===== src/hw/rtl/fmo_pkg.sv =====
`timescale 1ns / 1ps
// ----------------------------------------------------------------------------
// fmo_pkg
// Shared types, constants and arithmetic helpers of the FM oscillator.
// ----------------------------------------------------------------------------
package fmo_pkg;

	localparam int DEF_CHANNELS         = 16;
	localparam int DEF_SINE_TABLE_DEPTH = 2048;

	localparam int CHAN_W   = 4;
	localparam int FIELD_W  = 24;
	localparam int SAMPLE_W = 16;
	localparam int PHASE_W  = 32;
	localparam int FREQ_W   = FIELD_W + 1;
	localparam int CFG_IDX_W  = 1;
	localparam int CFG_DATA_W = 32;

	// configuration register indexes
	localparam logic [CFG_IDX_W-1:0] REG_RATIO_MODE   = 1'd0;
	localparam logic [CFG_IDX_W-1:0] REG_PHASE_PER_HZ = 1'd1;

	localparam logic [PHASE_W-1:0] PPH_RESET = 32'd22906492;

	// shared multiplier: signed operands, full product
	localparam int MUL_W = 34;
	localparam int MUL_P = 2 * MUL_W;

	localparam logic signed [MUL_W-1:0] C1 = MUL_W'(1686629713);
	localparam logic signed [MUL_W-1:0] C3 = MUL_W'(693598668);
	localparam logic signed [MUL_W-1:0] C5 = MUL_W'(85569306);
	localparam logic signed [MUL_W-1:0] C7 = MUL_W'(5026996);
	localparam logic signed [MUL_W-1:0] C9 = MUL_W'(172272);

	localparam logic signed [MUL_P-1:0] Q30_RND  = MUL_P'(32'h3FFF_FFFF);
	localparam logic signed [MUL_P-1:0] Q24_MAX  = MUL_P'(8388607);
	localparam logic signed [MUL_P-1:0] Q24_MIN  = -MUL_P'(8388608);
	localparam logic signed [SAMPLE_W-1:0] SAMPLE_MIN = 16'sh8000;

	typedef enum logic [4:0] {
		ST_IDLE,
		ST_RD,
		ST_RATIO,
		ST_RATIO_WB,
		ST_POS,
		ST_POS_WB,
		ST_EQ,
		ST_EQ_WB,
		ST_ERM,
		ST_ERM_WB,
		ST_EM,
		ST_EM_WB,
		ST_FOLD,
		ST_UU,
		ST_UU_WB,
		ST_HORN,
		ST_HORN_WB,
		ST_FIN,
		ST_FIN_WB,
		ST_INTERP,
		ST_INTERP_WB,
		ST_DEV,
		ST_DEV_WB,
		ST_INC_C,
		ST_INC_C_WB,
		ST_INC_M,
		ST_INC_M_WB,
		ST_WR,
		ST_DONE
	} state_t;

	typedef struct packed {
		logic rd;
		logic wr;
	} mem_cmd_t;

	typedef struct packed {
		logic                ratio_mode;
		logic [PHASE_W-1:0]  phase_per_hz;
	} cfg_t;

	typedef struct packed {
		logic                       valid;
		logic [CHAN_W-1:0]          out_channel;
		logic signed [SAMPLE_W-1:0] sample;
	} res_t;

	// product / 2^30, truncated toward zero
	function automatic logic signed [MUL_W-1:0] trunc_q30(input logic signed [MUL_P-1:0] p);
		logic signed [MUL_P-1:0] t;
		t = p[MUL_P-1] ? p + Q30_RND : p;
		t = t >>> 30;
		return t[MUL_W-1:0];
	endfunction

	// Horner coefficients, highest order first after C9
	function automatic logic signed [MUL_W-1:0] horner_coef(input logic [1:0] i);
		logic signed [MUL_W-1:0] c;
		case (i)
			2'd0:    c = -C7;
			2'd1:    c = C5;
			2'd2:    c = -C3;
			default: c = C1;
		endcase
		return c;
	endfunction

	// Q30 magnitude to Q15, clamp, apply quadrant sign
	function automatic logic signed [SAMPLE_W-1:0] sine_round(
		input logic signed [MUL_W-1:0] r,
		input logic                    neg
	);
		logic signed [MUL_W-1:0] t;
		logic [SAMPLE_W-1:0]     v;
		t = r[MUL_W-1] ? '0 : r;
		t = (t + MUL_W'(16384)) >>> 15;
		if (t > MUL_W'(32767))
			v = 16'h7FFF;
		else
			v = t[SAMPLE_W-1:0];
		return neg ? -v : v;
	endfunction

endpackage


===== src/hw/rtl/fmo_phase_mem.sv =====
`timescale 1ns / 1ps
// ----------------------------------------------------------------------------
// fmo_phase_mem
// Per-channel carrier/modulator phase pair store with registered read.
// ----------------------------------------------------------------------------
module fmo_phase_mem import fmo_pkg::*; #(
	parameter int CHANNELS = DEF_CHANNELS,
	parameter int CH_AW    = 4
) (
	input  logic                   clk,
	input  logic                   arst_n,
	input  mem_cmd_t               cmd,
	input  logic [CH_AW-1:0]       addr,
	input  logic [2*PHASE_W-1:0]   wdata,
	output logic [2*PHASE_W-1:0]   rdata
);

	logic [2*PHASE_W-1:0] mem [CHANNELS];
	logic [CHANNELS-1:0]  vld_q;
	logic [2*PHASE_W-1:0] rd_q;
	logic                 rd_vld_q;

	// an entry never written reads as zero phase
	always_ff @(posedge clk or negedge arst_n) begin
		if (!arst_n) begin
			vld_q <= '0;
		end else if (cmd.wr) begin
			vld_q[addr] <= 1'b1;
		end
	end

	always_ff @(posedge clk) begin
		if (cmd.wr)
			mem[addr] <= wdata;
		if (cmd.rd) begin
			rd_q     <= mem[addr];
			rd_vld_q <= vld_q[addr];
		end
	end

	assign rdata = rd_vld_q ? rd_q : '0;

endmodule


===== config.mk =====
export PLATFORM = sky130hd
export DESIGN_NAME = fmo_phase_mem
export DESIGN_NICKNAME = d
export VERILOG_FILES = /design/src/hw/rtl/fmo_pkg.sv /design/src/hw/rtl/fmo_phase_mem.sv
export SDC_FILE = /design/constraint.sdc
export NUM_CORES = 1
export LEC_CHECK = 0
export BUFFER_PORTS_ARGS = -buffer_cell sky130_fd_sc_hd__clkbuf_2
export CORE_MARGIN = 4
export CORE_UTILIZATION = 44
export CTS_BUF_LIST = sky130_fd_sc_hd__clkbuf_2
export DETAILED_ROUTE_END_ITERATION = 7
export PLACE_DENSITY = 0.61
export SLEW_MARGIN = 10
export SYNTH_ARGS = -nofsm -noshare
export SYNTH_HDL_FRONTEND = slang
export SYNTH_SLANG_ARGS = --single-unit

===== constraint.sdc =====
create_clock -name clk -period 2 [get_ports clk]
set_clock_uncertainty 0.15 [all_clocks]
set_input_delay 0.4 -clock clk [delete_from_list [all_inputs] [get_ports clk]]
set_output_delay 0.4 -clock clk [all_outputs]
set_load 0.03 [all_outputs]

Word-level counts from Yosys, hierarchy flattened:

Memory sizes are Yosys's and may differ from the RTL's. A register that Yosys moved wholly into a read port is not among the register bits.
Cells that the tools add are included.

* register bits: 17
* bits in latches: 0
* bits in writable memories: 1024
* memory bits (read-only): 0
* bits of input ports: 72
* output and inout port bits: 64
* logic and storage cells: 14
* memories: 1

* add/sub/neg operators: 0
* multipliers: 0
* divide/modulo/power cells: 0
* $lt $le $gt $ge: 2
* equal/unequal tests: 0
* shifts and indexed selects: 0
* muxes and demuxes: 7
* bitwise logic cells: 1
* reduce and logical (&&, ||, !) cells: 1

Memory list
* mem: depth 16, bits a word 64, rd ports 1, clocked after memory_dff 1, write ports 1, RTL line fmo_phase_mem.sv:18 `logic [2*PHASE_W-1:0] mem [CHANNELS];`

Operators with widths (number)
* 2-to-1 mux 64 bit: 1
* OR 16 bit: 1
* < comparator 4 x 5 -> 1 bit (second input constant): 1
* binary-select mux 1 bit (select 4 bit): 1
* demux 1 bit (select 4 bit): 1
* >= comparator 4 x 1 -> 1 bit (second input constant): 1
* 2-to-1 mux 1 bit: 4
* logical AND 1 bit: 1

Depth between registers and ports, before layout:

* depth in word-level cells: 5
* gate-level depth with buffers: 6
* depth with buffers taken out: 3

Worst setup path after synthesis:

No wires, ideal clock.

* path type: input port to flip-flop
* from: input addr[0]
* to: register vld_q[0]
* arrival: 6.063 ns
* data required time: 1.758 ns
* path slack: -4.305 ns
* cell stages on the path: 5
* buffers on the path: 2
* cells stage by stage: buf_2 -> buf_6 -> or3b_2 -> nor3_1 -> or2_2

* word-level cells in the longest chain between the ends: 5

RTL lines
* from (decl): RTL line fmo_phase_mem.sv:13 `input logic [CH_AW-1:0] addr,`
* < comparator 4 x 5 -> 1 bit (not written as such) / >= comparator 4 x 1 -> 1 bit (equally long branches): RTL line fmo_phase_mem.sv:28 `vld_q[addr] <= 1'b1;`
* logical AND 1 bit (not written as such): RTL line fmo_phase_mem.sv:28
* 2-to-1 mux 1 bit (not written as such): RTL line fmo_phase_mem.sv:28
* demux 1 bit (select 4 bit) *: RTL line fmo_phase_mem.sv:28
* OR 16 bit (no source line) *
* to (signal assigned): RTL line fmo_phase_mem.sv:26 `vld_q <= '0;`
* to (signal, indexed assignment): RTL line fmo_phase_mem.sv:28
* to (decl): RTL line fmo_phase_mem.sv:19 `logic [CHANNELS-1:0] vld_q;`

Every way passes the cells marked *; elsewhere a longest branch is shown, timed or not.
A chain may end at the register's enable or synchronous reset.

Worst setup path after layout:

* from: register rd_vld_q
* to: output rdata[56]

* word-level cells in the longest chain between the ends: 1

RTL lines
* from (decl): RTL line fmo_phase_mem.sv:21 `logic rd_vld_q;`
* from (signal assigned): RTL line fmo_phase_mem.sv:37 `rd_vld_q <= vld_q[addr];`
* 2-to-1 mux 64 bit: RTL line fmo_phase_mem.sv:41 `assign rdata = rd_vld_q ? rd_q : '0;`
* to (decl): RTL line fmo_phase_mem.sv:15 `output logic [2*PHASE_W-1:0] rdata`

No other way between the ends.

==> impl_metrics.ini <==
[status]
status = finished, violations left
failing_checks = setup timing

[sta]
final.period_utilization = 1.49
drv_slew = 0
layout_setup_ws_ns = -0.971
period_needed_ns = 2.97
max_freq_mhz = 337
finalHoldWorstSlack_ns = 0.154
final-hold-violation-count = 0
grt_setup_unrepaired = true
tightestPinTransition_ns = 0.867
finalSetupViolations = 64
timing.max_slew.rel_slack = 0.422

[die]
die_h_um = 314
die-area_mm2 = 0.0989
core_area_mm2 = 0.0932
die_span_in_x_um = 314
pin_count = 136
placement_rows = 112
effective_utilization_at_floorplan = 0.443

[run]
maxCapViolations = 0

[setup_path]
reg2reg_slack_ns = 0.32
crit_path_class = flip-flop to output port
worst_path_bufs_invs = 3
crit_path_cell_trace = buf_12 > buf_12 > and2_1 > clkbuf_8
worst_ep_required_time_ns = 1.45
crit_path_end_kind = output port
cp_max_fo = 20
path_common_cell = sky130_fd_sc_hd__buf_12
worstPathArrival_ns = 2.42
critPathTopFamily = buffers and inverters
startpoint_type = flip-flop
timing.critical_path.slowest_stage_cell = sky130_fd_sc_hd__edfxtp_1
largest_stage_delay_on_the_critical_path_ns = 0.43

[cells_and_area]
design.final.nets = 2519
final_area_mm2 = 0.0509
drive_gt1_frac = 0.426
n_fill_cell = 7163
area_growth_syn_to_layout_pct = 23.3
post-route-util = 0.547

[yosys]
avgSynthCellArea_um2 = 23.4
synth_cell_types = 19
post_synth_inst_count = 1763
synth_top_cell_area_share = 0.791
synth_warnings = 0
yosys_register_bits = 1105
synth_area_leader_cell = sky130_fd_sc_hd__edfxtp_1
register_area_share_after_synthesis = 0.801
synthesis.area_mm2 = 0.0413
postSynthNetCount = 1835
top_area_cells_in_the_synthesized_netlist = sky130_fd_sc_hd__edfxtp_1 79%, sky130_fd_sc_hd__mux4_2 14%, sky130_fd_sc_hd__a22oi_1 2.4%, sky130_fd_sc_hd__and2_1 0.98%, sky130_fd_sc_hd__dfrtp_1 0.97%

[global_route]
grt_pass1_wl_mm = 147
grt_antenna_before_repair = 9
grt_pass1_vias = 22800
grt_start_max_net_pins = 47
grt_overflow = 0
track_usage = 0.204

[hold_path]
holdCritPathClass = input pin to flip-flop

[cts]
clk_transition_reported_paths_ns = 0.10
clockRootBuffer = sky130_fd_sc_hd__clkbuf_2
htree_levels = 5
clock_sink_count = 1105
insertion_delay_ns = 1.38
cts_tree = built
number_of_cts_inserted_buffers = 287
ctsLongestPathBuffers = 4

[routing]
drt-wirelength-per-cell_um = 25.6
route.antenna.remaining_nets = 0
route.final.wire_length_mm = 99.4
drc = 0
vias_per_cell = 5.44
drt_first_iter_violations = 2003
dr_total_vias = 21100
first_pass_iters = 5

[placed_design]
port-buffer-count = 135
dpl.hpwl_mm = 57.6
gpl.final_weighted_congestion = 0.751
placement.setup.worst_slack_ns = -0.356
cell_area_placed_mm2 = 0.0462

[power_and_ir_drop]
power-per-cell-area_mw_per_mm2 = 875
vdd.ir_drop.worst_mv = 0.396
switchingPower_mw = 10.7
clockPowerShare = 0.325
power.combinational.fraction = 0.086
switching_share = 0.241
power.static_leakage_nw = 17.4
proportion_of_power_drawn_by_flip_flops_and_latches = 0.589
internal_power_mw = 33.8
## worst paths after layout
path	start	end	cells past startpoint
worst max-delay path	rd_vld_q	rdata[56]	4
worst min-delay path	addr[2]	rd_q[6]	5
worst max register to register	mem[8][7]	rd_q[7]	3
worst min register to register	vld_q[5]	vld_q[5]	1
max in group asynchronous	arst_n	vld_q[6]	4
min in group asynchronous	arst_n	vld_q[1]	4
## timing repair
item / CTS / global route
hold buffers: 143 / 1
endpoints found under the hold margin: 2210 / 4
cloned: 1 / 2
setup buffers: 1 / 0
setup endpoints to repair: 64 / 64
resized for setup: 163 / 52
pin swaps: 0 / 0
## kinds of logic after synthesis
logic type / count (synthesis) / synth area share
compound gates: 130 / 0.0236
buf+inv: 96 / 0.0123
flops: 1105 / 0.801
mux: 260 / 0.142
simple gates: 172 / 0.0212
## cell usage after synthesis
library cell,instances
sky130_fd_sc_hd__clkbuf_1,40
sky130_fd_sc_hd__nand2_1,66
sky130_fd_sc_hd__dfrtp_1,16
sky130_fd_sc_hd__buf_6,15
sky130_fd_sc_hd__nand3b_1,2
sky130_fd_sc_hd__or3b_2,1
sky130_fd_sc_hd__nor2b_1,2
sky130_fd_sc_hd__nand2b_1,2
sky130_fd_sc_hd__nor3_1,4
sky130_fd_sc_hd__buf_2,18
sky130_fd_sc_hd__buf_1,20
sky130_fd_sc_hd__or2_2,16
sky130_fd_sc_hd__nor2_1,13
sky130_fd_sc_hd__mux4_2,260
sky130_fd_sc_hd__edfxtp_1,1089
sky130_fd_sc_hd__nand3_1,1
sky130_fd_sc_hd__and2_1,65
sky130_fd_sc_hd__a22oi_1,130
sky130_fd_sc_hd__buf_4,3
## routing by layer
layer / GRT usage / wire length (µm)
met5: 0 / 13
met1: 0.278 / 41100
met4: 0.0547 / 1480
met3: 0.0500 / 6740
met2: 0.333 / 50100
## worst reg2reg max path, stage by stage, from the launching register on
cell	delay [ns]
sky130_fd_sc_hd__edfxtp_1	0.38
sky130_fd_sc_hd__mux4_2	0.47
sky130_fd_sc_hd__a22oi_1	0.20
sky130_fd_sc_hd__nand2_1	0.20
## cell type report
type / instances / area [µm²] / share of cell area
antenna: 6 / 15.0 / 0.000295
clock inverter: 67 / 369 / 0.00725
clock buffer: 404 / 2020 / 0.0397
timing repair buffer: 491 / 5860 / 0.115
tap: 1254 / 1570 / 0.0308
sequential: 1105 / 33100 / 0.650
multi-input combinational: 562 / 7990 / 0.157
## cell usage in the layout (no fill, tap or decap)
cell type and n:
sky130_fd_sc_hd__or2_2 16, sky130_fd_sc_hd__nor2_4 13, sky130_fd_sc_hd__bufinv_16 4, sky130_fd_sc_hd__nand2b_1 2
sky130_fd_sc_hd__mux4_2 260, sky130_fd_sc_hd__clkinv_2 10, sky130_fd_sc_hd__buf_16 2, sky130_fd_sc_hd__buf_6 2
sky130_fd_sc_hd__nand3b_1 2, sky130_fd_sc_hd__nor3_4 4, sky130_fd_sc_hd__clkbuf_8 28, sky130_fd_sc_hd__buf_12 117
sky130_fd_sc_hd__dlygate4sd3_1 144, sky130_fd_sc_hd__edfxtp_1 1089, sky130_fd_sc_hd__buf_8 37, sky130_fd_sc_hd__or3b_4 1
sky130_fd_sc_hd__clkbuf_16 1, sky130_fd_sc_hd__nand3_1 1, sky130_fd_sc_hd__dfrtp_1 16, sky130_fd_sc_hd__clkbuf_2 472
sky130_fd_sc_hd__diode_2 6, sky130_fd_sc_hd__buf_4 92, sky130_fd_sc_hd__clkinv_1 44, sky130_fd_sc_hd__nand2_1 66
sky130_fd_sc_hd__nor2b_4 2, sky130_fd_sc_hd__and2_4 50, sky130_fd_sc_hd__inv_2 9, sky130_fd_sc_hd__a22oi_1 130
sky130_fd_sc_hd__and2_1 15
## per-stage QoR
| stage | total power, mW | instances | TNS (ns) |
|---|---|---|---|
| after floorplan | 28.4 | 1763 | -997.40 |
| after global placement | 29.8 | 3263 | -120.84 |
| after detailed placement | 29.9 | 3263 | -127.64 |
| after CTS | 45.0 | 3879 | -72.91 |
| after global routing | 46.7 | 3885 | -71.31 |
| final | 44.5 | 3889 | -60.45 |
## registers in the layout, summed over array words and instances, names as in the netlist
signal and cells:
mem 1024, rd_q 64, vld_q 16, rd_vld_q 1
## power groups by stage
stage | Combinational (mW) | Sequential (mW) | Clock [mW]
after detailed placement | 3.18 | 26.8 | 0
after global placement | 3.12 | 26.7 | 0
final | 3.84 | 26.2 | 14.5
after global routing | 4.07 | 26.3 | 16.3
after CTS | 3.76 | 26.2 | 15.0
after floorplan | 1.74 | 26.7 | 0
No activity file was read; power rests on OpenSTA's default activity.
